File: src/design/ibd_pkg.sv
// ibd_pkg: shared widths, register indexes, handshake structs and helpers
// for the i/q boxcar decimator; no dependencies

package ibd_pkg;

  localparam int SMP_W               = 8;   // offset-binary sample width
  localparam int SUM_W               = 12;  // saturating accumulator width
  localparam int N_W                 = 5;   // decimation factor and pair counter
  localparam int CFG_IDX_W           = 2;
  localparam int CFG_W               = 5;   // widest register
  localparam int MAX_DECIMATION_DEF  = 16;

  localparam logic [CFG_IDX_W-1:0] REG_DECIMATION = 2'd0;
  localparam logic [CFG_IDX_W-1:0] REG_SKIP_MODE  = 2'd1;

  // request to the shared serial divider
  typedef struct packed {
    logic             start;
    logic [SUM_W-1:0] dividend;
    logic [N_W-1:0]   divisor;
  } div_req_t;

  typedef struct packed {
    logic             done;
    logic [SUM_W-1:0] quotient;
  } div_rsp_t;

  // finished result handed to the output register
  typedef struct packed {
    logic                    valid;
    logic signed [SMP_W-1:0] i;
    logic signed [SMP_W-1:0] q;
  } res_t;

  // offset binary to two's complement: subtract 128 mod 256
  function automatic logic signed [SMP_W-1:0] to_signed8(input logic [SMP_W-1:0] v);
    return {~v[SMP_W-1], v[SMP_W-2:0]};
  endfunction

  // clamp a quotient to the sample range
  function automatic logic [SMP_W-1:0] sat8(input logic [SUM_W-1:0] v);
    logic [SMP_W-1:0] r;
    r = (|v[SUM_W-1:SMP_W]) ? {SMP_W{1'b1}} : v[SMP_W-1:0];
    return r;
  endfunction

endpackage

File: src/design/iq_boxcar_decimator_core.sv
// iq_boxcar_decimator_core: top level, output register plus the sequencer
// and shared divider; depends on ibd_pkg, ibd_divider, ibd_ctrl
//
//  channel   direction  handshake              payload
//  s_axis    in         tvalid / tready        tdata[15:0] = {sample_q, sample_i}
//  m_axis    out        tvalid / tready        tdata[15:0] = {out_q, out_i}
//  cfg       in         we (no wait)           addr[1:0], wdata[4:0]
//
// a pair that does not close a group, and a dropped pair in skip mode, is absorbed in idle;
// a kept pair in skip mode holds the input in the emit state until the result moves out
// a pair that closes an averaging group waits on the one serial divider, which
// yields one quotient bit a cycle, 12 bits for i and then 12 for q, between accept and handoff
// a stalled output holds the finished result in the sequencer until the register frees
// reset clears the sums, the group counter and sets decimation to 1, averaging mode

module iq_boxcar_decimator_core import ibd_pkg::*; #(
  parameter int MAX_DECIMATION = MAX_DECIMATION_DEF
) (
  input  logic                 clk_i,
  input  logic                 rst_ni,
  input  logic                 s_axis_tvalid,
  output logic                 s_axis_tready,
  input  logic [2*SMP_W-1:0]   s_axis_tdata,   // [7:0] sample_i, [15:8] sample_q
  output logic                 m_axis_tvalid,
  input  logic                 m_axis_tready,
  output logic [2*SMP_W-1:0]   m_axis_tdata,   // [7:0] out_i, [15:8] out_q
  input  logic                 cfg_we_i,
  input  logic [CFG_IDX_W-1:0] cfg_addr_i,
  input  logic [CFG_W-1:0]     cfg_wdata_i
);

  res_t                res;
  div_req_t            div_req;
  div_rsp_t            div_rsp;
  logic                slot_free;
  logic                out_valid_q, out_valid_d;
  logic [2*SMP_W-1:0]  out_data_q, out_data_d;

  ibd_ctrl #(
    .MAX_DECIMATION(MAX_DECIMATION)
  ) u_ctrl (
    .clk_i       (clk_i),
    .rst_ni      (rst_ni),
    .cfg_we_i    (cfg_we_i),
    .cfg_addr_i  (cfg_addr_i),
    .cfg_wdata_i (cfg_wdata_i),
    .in_valid_i  (s_axis_tvalid),
    .in_ready_o  (s_axis_tready),
    .sample_i_i  (s_axis_tdata[SMP_W-1:0]),
    .sample_q_i  (s_axis_tdata[2*SMP_W-1:SMP_W]),
    .res_o       (res),
    .res_ready_i (slot_free),
    .div_req_o   (div_req),
    .div_rsp_i   (div_rsp)
  );

  ibd_divider u_div (
    .clk_i  (clk_i),
    .rst_ni (rst_ni),
    .req_i  (div_req),
    .rsp_o  (div_rsp)
  );

  assign slot_free = !out_valid_q || m_axis_tready;

  always_comb begin
    out_valid_d = out_valid_q;
    out_data_d  = out_data_q;
    if (res.valid && slot_free) begin
      out_valid_d = 1'b1;
      out_data_d  = {res.q, res.i};
    end else if (m_axis_tready) begin
      out_valid_d = 1'b0;
    end
  end

  always_ff @(posedge clk_i or negedge rst_ni) begin
    if (!rst_ni) begin
      out_valid_q <= 1'b0;
    end else begin
      out_valid_q <= out_valid_d;
    end
  end

  always_ff @(posedge clk_i) begin
    out_data_q <= out_data_d;
  end

  assign m_axis_tvalid = out_valid_q;
  assign m_axis_tdata  = out_data_q;

endmodule

File: src/design/ibd_divider.sv
// ibd_divider: restoring divider, one quotient bit per cycle
// depends on ibd_pkg

module ibd_divider import ibd_pkg::*; (
  input  logic     clk_i,
  input  logic     rst_ni,
  input  div_req_t req_i,
  output div_rsp_t rsp_o
);

  localparam logic [3:0] LAST_STEP = 4'(SUM_W - 1);

  logic             busy_q, busy_d;
  logic [3:0]       cnt_q, cnt_d;
  logic [SUM_W-1:0] dvd_q, dvd_d;
  logic [SUM_W-1:0] quo_q, quo_d;
  logic [N_W-1:0]   rem_q, rem_d;
  logic [N_W-1:0]   dsr_q, dsr_d;
  logic [N_W:0]     shifted;
  logic [N_W:0]     diff;
  logic             ge;

  assign shifted = {rem_q, dvd_q[SUM_W-1]};
  assign diff    = shifted - {1'b0, dsr_q};
  assign ge      = (shifted >= {1'b0, dsr_q});

  always_comb begin
    busy_d = busy_q;
    cnt_d  = cnt_q;
    dvd_d  = dvd_q;
    quo_d  = quo_q;
    rem_d  = rem_q;
    dsr_d  = dsr_q;
    if (req_i.start) begin
      busy_d = 1'b1;
      cnt_d  = '0;
      dvd_d  = req_i.dividend;
      quo_d  = '0;
      rem_d  = '0;
      dsr_d  = req_i.divisor;
    end else if (busy_q) begin
      rem_d = ge ? diff[N_W-1:0] : shifted[N_W-1:0];
      quo_d = {quo_q[SUM_W-2:0], ge};
      dvd_d = {dvd_q[SUM_W-2:0], 1'b0};
      cnt_d = cnt_q + 4'd1;
      if (cnt_q == LAST_STEP) begin
        busy_d = 1'b0;
      end
    end
  end

  assign rsp_o.done     = busy_q && (cnt_q == LAST_STEP);
  assign rsp_o.quotient = {quo_q[SUM_W-2:0], ge};

  always_ff @(posedge clk_i or negedge rst_ni) begin
    if (!rst_ni) begin
      busy_q <= 1'b0;
      cnt_q  <= '0;
    end else begin
      busy_q <= busy_d;
      cnt_q  <= cnt_d;
    end
  end

  always_ff @(posedge clk_i) begin
    dvd_q <= dvd_d;
    quo_q <= quo_d;
    rem_q <= rem_d;
    dsr_q <= dsr_d;
  end

endmodule

File: src/design/ibd_ctrl.sv
// ibd_ctrl: configuration registers, accumulators, group counter and the
// sequencer that drives the shared divider; depends on ibd_pkg

module ibd_ctrl import ibd_pkg::*; #(
  parameter int MAX_DECIMATION = MAX_DECIMATION_DEF
) (
  input  logic                 clk_i,
  input  logic                 rst_ni,
  input  logic                 cfg_we_i,
  input  logic [CFG_IDX_W-1:0] cfg_addr_i,
  input  logic [CFG_W-1:0]     cfg_wdata_i,
  input  logic                 in_valid_i,
  output logic                 in_ready_o,
  input  logic [SMP_W-1:0]     sample_i_i,
  input  logic [SMP_W-1:0]     sample_q_i,
  output res_t                 res_o,
  input  logic                 res_ready_i,
  output div_req_t             div_req_o,
  input  div_rsp_t             div_rsp_i
);

  typedef enum logic [3:0] {
    ST_IDLE  = 4'b0001,
    ST_DIV_I = 4'b0010,
    ST_DIV_Q = 4'b0100,
    ST_EMIT  = 4'b1000
  } state_e;

  state_e                  state_q, state_d;
  logic [N_W-1:0]          dec_q, dec_d;
  logic                    skip_q, skip_d;
  logic [SUM_W-1:0]        sum_i_q, sum_i_d;
  logic [SUM_W-1:0]        sum_q_q, sum_q_d;
  logic [N_W-1:0]          seen_q, seen_d;
  logic [N_W-1:0]          n_q, n_d;
  logic signed [SMP_W-1:0] res_i_q, res_i_d;
  logic signed [SMP_W-1:0] res_q_q, res_q_d;

  logic [N_W-1:0]   n_eff;
  logic [N_W-1:0]   seen_inc;
  logic [SUM_W:0]   add_i, add_q;
  logic [SUM_W-1:0] sat_i, sat_q;
  logic             accept;

  always_comb begin
    if (dec_q == '0) begin
      n_eff = N_W'(1);
    end else if (int'(dec_q) > MAX_DECIMATION) begin
      n_eff = N_W'(MAX_DECIMATION);
    end else begin
      n_eff = dec_q;
    end
  end

  assign seen_inc = seen_q + N_W'(1);
  assign add_i    = {1'b0, sum_i_q} + (SUM_W+1)'(sample_i_i);
  assign add_q    = {1'b0, sum_q_q} + (SUM_W+1)'(sample_q_i);
  assign sat_i    = add_i[SUM_W] ? {SUM_W{1'b1}} : add_i[SUM_W-1:0];
  assign sat_q    = add_q[SUM_W] ? {SUM_W{1'b1}} : add_q[SUM_W-1:0];

  assign in_ready_o = (state_q == ST_IDLE);
  assign accept     = in_valid_i && in_ready_o;

  always_comb begin
    dec_d  = dec_q;
    skip_d = skip_q;
    if (cfg_we_i) begin
      unique case (cfg_addr_i)
        REG_DECIMATION: dec_d  = cfg_wdata_i;
        REG_SKIP_MODE:  skip_d = cfg_wdata_i[0];
        default: ;
      endcase
    end
  end

  always_comb begin
    state_d   = state_q;
    sum_i_d   = sum_i_q;
    sum_q_d   = sum_q_q;
    seen_d    = seen_q;
    n_d       = n_q;
    res_i_d   = res_i_q;
    res_q_d   = res_q_q;
    div_req_o = '{start: 1'b0, dividend: sum_q_q, divisor: n_q};
    res_o     = '{valid: 1'b0, i: res_i_q, q: res_q_q};

    unique case (state_q)
      ST_IDLE: begin
        if (accept) begin
          if (skip_q) begin
            sum_i_d = '0;
            sum_q_d = '0;
            seen_d  = (seen_inc >= n_eff) ? '0 : seen_inc;
            if (seen_q == '0) begin
              res_i_d = to_signed8(sample_i_i);
              res_q_d = to_signed8(sample_q_i);
              state_d = ST_EMIT;
            end
          end else begin
            sum_i_d = sat_i;
            sum_q_d = sat_q;
            if (seen_inc >= n_eff) begin
              // group closes: divide i now, q once i is done
              seen_d    = '0;
              n_d       = n_eff;
              div_req_o = '{start: 1'b1, dividend: sat_i, divisor: n_eff};
              state_d   = ST_DIV_I;
            end else begin
              seen_d = seen_inc;
            end
          end
        end
      end
      ST_DIV_I: begin
        if (div_rsp_i.done) begin
          res_i_d   = to_signed8(sat8(div_rsp_i.quotient));
          div_req_o = '{start: 1'b1, dividend: sum_q_q, divisor: n_q};
          state_d   = ST_DIV_Q;
        end
      end
      ST_DIV_Q: begin
        if (div_rsp_i.done) begin
          res_q_d = to_signed8(sat8(div_rsp_i.quotient));
          state_d = ST_EMIT;
        end
      end
      ST_EMIT: begin
        res_o.valid = 1'b1;
        if (res_ready_i) begin
          sum_i_d = '0;
          sum_q_d = '0;
          state_d = ST_IDLE;
        end
      end
      default: state_d = ST_IDLE;
    endcase
  end

  always_ff @(posedge clk_i or negedge rst_ni) begin
    if (!rst_ni) begin
      state_q <= ST_IDLE;
      dec_q   <= N_W'(1);
      skip_q  <= 1'b0;
      sum_i_q <= '0;
      sum_q_q <= '0;
      seen_q  <= '0;
    end else begin
      state_q <= state_d;
      dec_q   <= dec_d;
      skip_q  <= skip_d;
      sum_i_q <= sum_i_d;
      sum_q_q <= sum_q_d;
      seen_q  <= seen_d;
    end
  end

  always_ff @(posedge clk_i) begin
    n_q     <= n_d;
    res_i_q <= res_i_d;
    res_q_q <= res_q_d;
  end

  // the counter is always cleared before it can reach the top code
  assert property (@(posedge clk_i) disable iff (!rst_ni)
    seen_q != {N_W{1'b1}})
    else $error("pair counter out of range");

  assert property (@(posedge clk_i) disable iff (!rst_ni)
    (state_q == ST_DIV_I && div_rsp_i.done) |=> (state_q == ST_DIV_Q && !div_rsp_i.done))
    else $error("q division did not follow i division");

  assert property (@(posedge clk_i) disable iff (!rst_ni)
    (state_q == ST_EMIT && res_ready_i) |=> (state_q == ST_IDLE && sum_i_q == '0))
    else $error("result handoff did not clear the group");

  assert property (@(posedge clk_i) disable iff (!rst_ni)
    div_req_o.start |-> (div_req_o.divisor != '0))
    else $error("divider started with zero divisor");

endmodule
File: config.mk
export PLATFORM = sky130hd
export DESIGN_NAME = iq_boxcar_decimator_core
export DESIGN_NICKNAME = d
export VERILOG_FILES = /design/src/design/ibd_pkg.sv /design/src/design/iq_boxcar_decimator_core.sv /design/src/design/ibd_divider.sv /design/src/design/ibd_ctrl.sv
export SDC_FILE = /design/constraint.sdc
export NUM_CORES = 1
export LEC_CHECK = 0
export BUFFER_PORTS_ARGS = -buffer_cell sky130_fd_sc_hd__buf_4
export CAP_MARGIN = 20
export CELL_PAD_IN_SITES_DETAIL_PLACEMENT = 1
export CELL_PAD_IN_SITES_GLOBAL_PLACEMENT = 1
export CORE_UTILIZATION = 46
export CTS_CLUSTER_SIZE = 25
export DETAILED_ROUTE_END_ITERATION = 8
export GPL_TIMING_DRIVEN = 1
export PLACE_DENSITY = 0.83
export SETUP_SLACK_MARGIN = 0.3
export SLEW_MARGIN = 20
export SYNTH_ARGS = -nofsm -noshare
export SYNTH_HDL_FRONTEND = slang
export SYNTH_SLANG_ARGS = --single-unit
File: constraint.sdc
create_clock -name clk_i -period 7.38 [get_ports clk_i]
set_clock_uncertainty 0.15 [all_clocks]
set_input_delay 0.369 -clock clk_i [delete_from_list [all_inputs] [get_ports clk_i]]
set_output_delay 0.369 -clock clk_i [all_outputs]
set_load 0.02 [all_outputs]
== After elaboration in Yosys (flattened, before gate mapping) ==
Index checks and enable logic that the tools add are counted.
Word-level totals
  flip-flop bits (word level): 115
  input bits: 28
  output and inout bits: 18
Cells by class
  $add $sub $neg: 5
  $lt $le $gt $ge: 3
  equality and inequality tests: 14
  mux-type cells: 46
  bitwise operators: 4
  reductions and logical operators: 22
Operators by type and width (number)
  12-bit two-way mux: 9
  18-bit two-way mux: 4
  8-bit two-way mux: 8
  12-bit one-hot mux with 2 select lines: 2
  4-bit two-way mux: 9
  18-bit one-hot mux with 2 select lines: 1
  8-bit one-hot mux with 2 select lines: 2
  12-bit by 8-bit adder with 13-bit output: 2
  5-bit two-way mux: 4
  4-bit one-hot mux with 4 select lines: 1
  2-bit != test (second input constant): 6
  5-bit zero test: 2
  5-bit AND reduction: 2
  2-bit nonzero test: 5
  4-bit == test (second input constant): 2
  6-bit by 5-bit greater-or-equal comparator with 1-bit output: 1
  1-bit two-way mux: 6
  3-bit != test (second input constant): 2
  2-bit AND reduction: 3
  6-bit AND reduction: 1
  5-bit by 1-bit adder with 5-bit output (second input constant): 1
  5-bit greater-or-equal comparator: 1
  5-bit greater-than comparator (second input constant): 1
  5-bit subtractor: 1
  other kinds (13): 18

== Depth between registers and ports, before layout ==
  depth after elaboration: 9
  depth in mapped cells: 12
  depth with buffers taken out: 10

== By module ==
A second synthesis with hierarchy kept.
Second synthesis, totals
  cell total of the unflattened synthesis: 574
  area, all modules: 6155.9 µm²
Modules (own cells, without submodules)
  ibd_ctrl: times used 1, cells an instance 411, area each 3865.0 µm², seq. area each 1609.0 µm²
  ibd_divider: times used 1, cells an instance 143, area each 1756.7 µm², seq. area each 955.9 µm²
  iq_boxcar_decimator_core: times used 1, cells an instance 20, area each 534.3 µm², seq. area each 505.5 µm²

== Worst setup path before layout ==
No wires, ideal clock.
  kind: flip-flop to flip-flop
  start point: reg u_ctrl.seen_q[0]
  end point: reg u_div.dvd_q[0] (enable)
  arrival time: 2.347 ns
  data required time: 6.900 ns
  setup slack: 4.554 ns
  stages on the path, launching flop included: 11
  cells stage by stage: dfrtp_1 ha_1 xor2_1 ha_1 a21oi_1 o21ai_0 o211a_1 o31ai_2 buf_6 buf_2 nand2_1
On the way
  cells in the longest elaborated chain, start to end: 7
Ends and longest elaborated chain
  start, declared: line ibd_ctrl.sv:34  | logic [N_W-1:0] seen_q, seen_d;
  start signal, assigned: line ibd_ctrl.sv:153  | seen_q <= seen_d;
  5-bit by 1-bit adder with 5-bit output: line ibd_ctrl.sv:55  | assign seen_inc = seen_q + N_W'(1);
  5-bit greater-or-equal comparator: line ibd_ctrl.sv:102  | if (seen_inc >= n_eff) begin
  18-bit two-way mux: line ibd_ctrl.sv:102
  18-bit two-way mux: line ibd_ctrl.sv:90  | if (skip_q) begin
  18-bit two-way mux: line ibd_ctrl.sv:89  | if (accept) begin
  18-bit one-hot mux with 2 select lines: line ibd_ctrl.sv:87  | unique case (state_q)
  2-bit nonzero test (no line)
  end signal, assigned: line ibd_divider.sv:66  | dvd_q <= dvd_d;
  end, declared: line ibd_divider.sv:15  | logic [SUM_W-1:0] dvd_q, dvd_d;
Every way passes these cells.
A chain may end at the register's enable or synchronous reset.

== Worst setup path in the final report ==
  start point: reg u_ctrl.seen_q[0]
  end point: reg u_div.rem_q[2]
On the way
  cells in the longest elaborated chain, start to end: 6
Ends and longest elaborated chain
  5-bit by 1-bit adder with 5-bit output: line ibd_ctrl.sv:55
  5-bit greater-or-equal comparator: line ibd_ctrl.sv:102
  18-bit two-way mux: line ibd_ctrl.sv:102
  18-bit two-way mux: line ibd_ctrl.sv:90
  18-bit two-way mux: line ibd_ctrl.sv:89
  18-bit one-hot mux with 2 select lines: line ibd_ctrl.sv:87
  end signal, assigned: line ibd_divider.sv:68  | rem_q <= rem_d;
  end, declared: line ibd_divider.sv:17  | logic [N_W-1:0] rem_q, rem_d;
Every way passes these cells.

==> impl_metrics.yaml <==
layout:
  post_route_cells_drive_above_1_share_pct: 15.4
  layout_commonest_cell: "nor2_1"
  final_cell_mix: "64 x nor2_1, 54 x edfxtp_1, 49 x buf_4"
  fillers: 1372
  nets: 670
  diodes: 0
  synthToLayoutAreaGrowth_pct: 17.9
outcome:
  status: "completed"
timing:
  hold_ws_ns: 0.0188
  min_period_over_period_pct: 49.8
  drv_slew: 0
  max_freq_mhz: 272
  finalSetupViolCount: 0
  relSlewSlack_pct: 29.0
  rsz0062_at_grt: "false"
  tightest_slew_ns: 1.07
  hold_violations: 0
  fin_setup_tns_ns: 0
  period_needed_ns: 3.67
synthesis:
  netlist.area_leader.share_pct: 27.2
  yosysTopAreaCell: "edfxtp_1"
  yosys_warnings: 0
  syn_nets: 622
  synth_area_mm2: 0.00597
  synthTopCellsByArea: "edfxtp_1 27%, dfrtp_1 18%, ha_1 5.9%"
  synth-edff-count: 54
  synth_cell_type_count: 67
  syn-mean-instance-area_um2: 10.6
  yosysSeqAreaShare_pct: 51.4
  synth_flop_cell: "edfxtp_1"
  synthArstFlopShare_pct: 39.1
  ys_seq_elements: 115
  syn-instance-count: 563
clock_tree:
  cts_tree: "done"
  clk_latency_ns: 0.42
  cts_inserted_buffers: 17
  clock_path_buffers: 2
  ctsHoldBuffers: 1
  root_buffer: "clkbuf_16"
  post_cts_buffers: 0
  clk_pin_slew_ns: 0.05
  cts.sinks: 115
  htreeDepth: 4
  post_cts_resize_count: 0
critical_path:
  max_stage_delay_ns: 0.60
  crit_chain: "ha_1 > xor2_1 > ha_1 > a21oi_1 > o21ai_0 > o211a_1 > o31ai_4 > buf_4 > nand2_1 > a211oi_1"
  cp.required_ns: 7.54
  worst_ep_arrival_time_ns: 3.84
  worst_setup_path_start_kind: "register"
  crit_fanout: 30
  crit_type: "reg2reg"
  critPathCaptureType: "register"
  cpMaxStageDelayCell: "nand2_1"
  cp_common_cell: "ha_1"
place:
  hpwl_um: 10700
  gp_congestion: 0.845
  port_buffers: 45
global_route:
  antenna_found_initial: 0
  grt_max_degree: 46
  gr-total-overflow: 0
  grt_usage_pct: 26.1
  grt_pass1_vias: 4934
  grt_pass1_wl_um: 25600
floorplan:
  die_w_um: 116
  core_area_mm2: 0.0126
  dieArea_mm2: 0.0134
  die_h_um: 116
  row_count: 41
  start_util_pct: 47.3
  io-pin-count: 46
route:
  final_antenna_net_count: 0
  wire_per_inst_um: 20.6
  detail_route.vias_per_cell: 5.84
  firstDrtPassIters: 4
  first_iter_violations: 340
  vias: 4645
  drc_errors: 0
  wl_um: 16400
hold_path:
  hold_class: "in2reg"
job:
  cap_violations: 0
power:
  irDropWorstVdd_v: 0.000153
  power_density_mw_per_mm2: 423
  p_leak_nw: 3.09
  fin_total_pwr_mw: 2.98
==> critical path, delay by kind of cell, from the launching register on <==
family / cells / cell delay (ns)
DFF: 1 / 0.43
xor gates and xnor gates: 1 / 0.16
buffers and inverters: 1 / 0.38
adders and majority gates: 2 / 0.60
AOI/OAI and AO/OA: 5 / 1.22
and+or+nand+nor: 1 / 0.60
==> power by group <==
| group | internal [mW] | switching, mW | total, mW |
|---|---|---|---|
| registers | 0.891 | 0.160 | 1.05 |
| clock network | 0.531 | 0.294 | 0.825 |
| logic | 0.438 | 0.666 | 1.10 |
==> kinds of logic (layout without fill, tap and decap cells) <==
group                    after synthesis  in the layout  share of synthesized area, %
XOR/XNOR                              15             15                          2.20
AO/OA/AOI/OAI                        141            141                          15.0
buffers and inverters                 47            108                          3.56
flip-flops                           115            115                          51.4
multiplexers                          38             38                          6.56
adder cells (fa/ha/maj)               32             32                          7.04
AND/OR/NAND/NOR                      175            175                          14.2
==> cells in the mapped netlist, types with 6 or more instances <==
library cell / count
nor2_1: 64
edfxtp_1: 54
nand2_1: 46
dfrtp_1: 43
o21ai_0: 39
a21oi_1: 38
mux2i_1: 32
ha_1: 28
inv_1: 25
dfxtp_1: 16
nand3_1: 13
xnor2_1: 11
clkbuf_1: 10
a211oi_1: 9
nor2b_1: 9
a21o_1: 8
nor3_1: 8
buf_2: 7
nand2b_1: 6
==> path summary, 6_finish.rpt <==
path / startpoint / end / slack [ns] / cells past startpoint
setup reg to reg: u_ctrl.seen_q[0] / u_div.rem_q[2] / 3.71 / 10
hold reg to reg: u_ctrl.res_i_q[2] / m_axis_tdata[2] / 0.27 / 0
max in group asynchronous: rst_ni / u_ctrl.seen_q[1] / 6.27 / 2
hold / removal: cfg_wdata_i[4] / u_ctrl.dec_q[4] / 0.02 / 3
min in group asynchronous: rst_ni / u_ctrl.dec_q[1] / 0.35 / 2
setup / recovery: u_ctrl.seen_q[0] / u_div.rem_q[2] / 3.71 / 10
==> layout make-up <==
class,instances,area (µm²),area share (%)
clock inverter,13,140,1.99
tap,172,215,3.06
inverter,26,98.8,1.40
sequential,115,3070,43.6
multi-input combinational,401,2700,38.3
timing repair buffer,50,378,5.37
clock buffer,19,443,6.29
==> per-stage QoR <==
step	worst slack, ns	cells	instance area [µm²]	util [%]
finish	3.71	796	7040	55.8
global route	3.46	796	7040	55.8
CTS	3.73	796	7040	55.8
detailed placement	3.86	763	6450	51.1
global placement	4.10	763	6450	51.1
floorplan	4.55	563	5970	-
==> sequential cells by signal, indices dropped and copies added, names as in the netlist <==
name,cells
u_ctrl.seen_q,5
u_ctrl.n_q,5
m_axis_tdata,16
u_div.rem_q,5
u_ctrl.res_q_q,8
u_div.dsr_q,5
u_ctrl.sum_i_q,12
u_div.busy_q,1
u_div.quo_q,11
u_ctrl.sum_q_q,12
u_div.dvd_q,12
m_axis_tvalid,1
u_ctrl.res_i_q,8
u_div.cnt_q,4
u_ctrl.dec_q,5
u_ctrl.skip_q,1
u_ctrl.state_q,4
==> per-layer routing <==
metal  track usage (%)  vias to the layer above  routed length (µm)
met4              13.9                        0                 540
met1              30.0                     2312                6460
met5                 0                        -                   0
li1                  -                     2142                   -
met3              5.81                       48                 804
met2              45.2                      143                8620
Power figures use the tool's default switching activity.
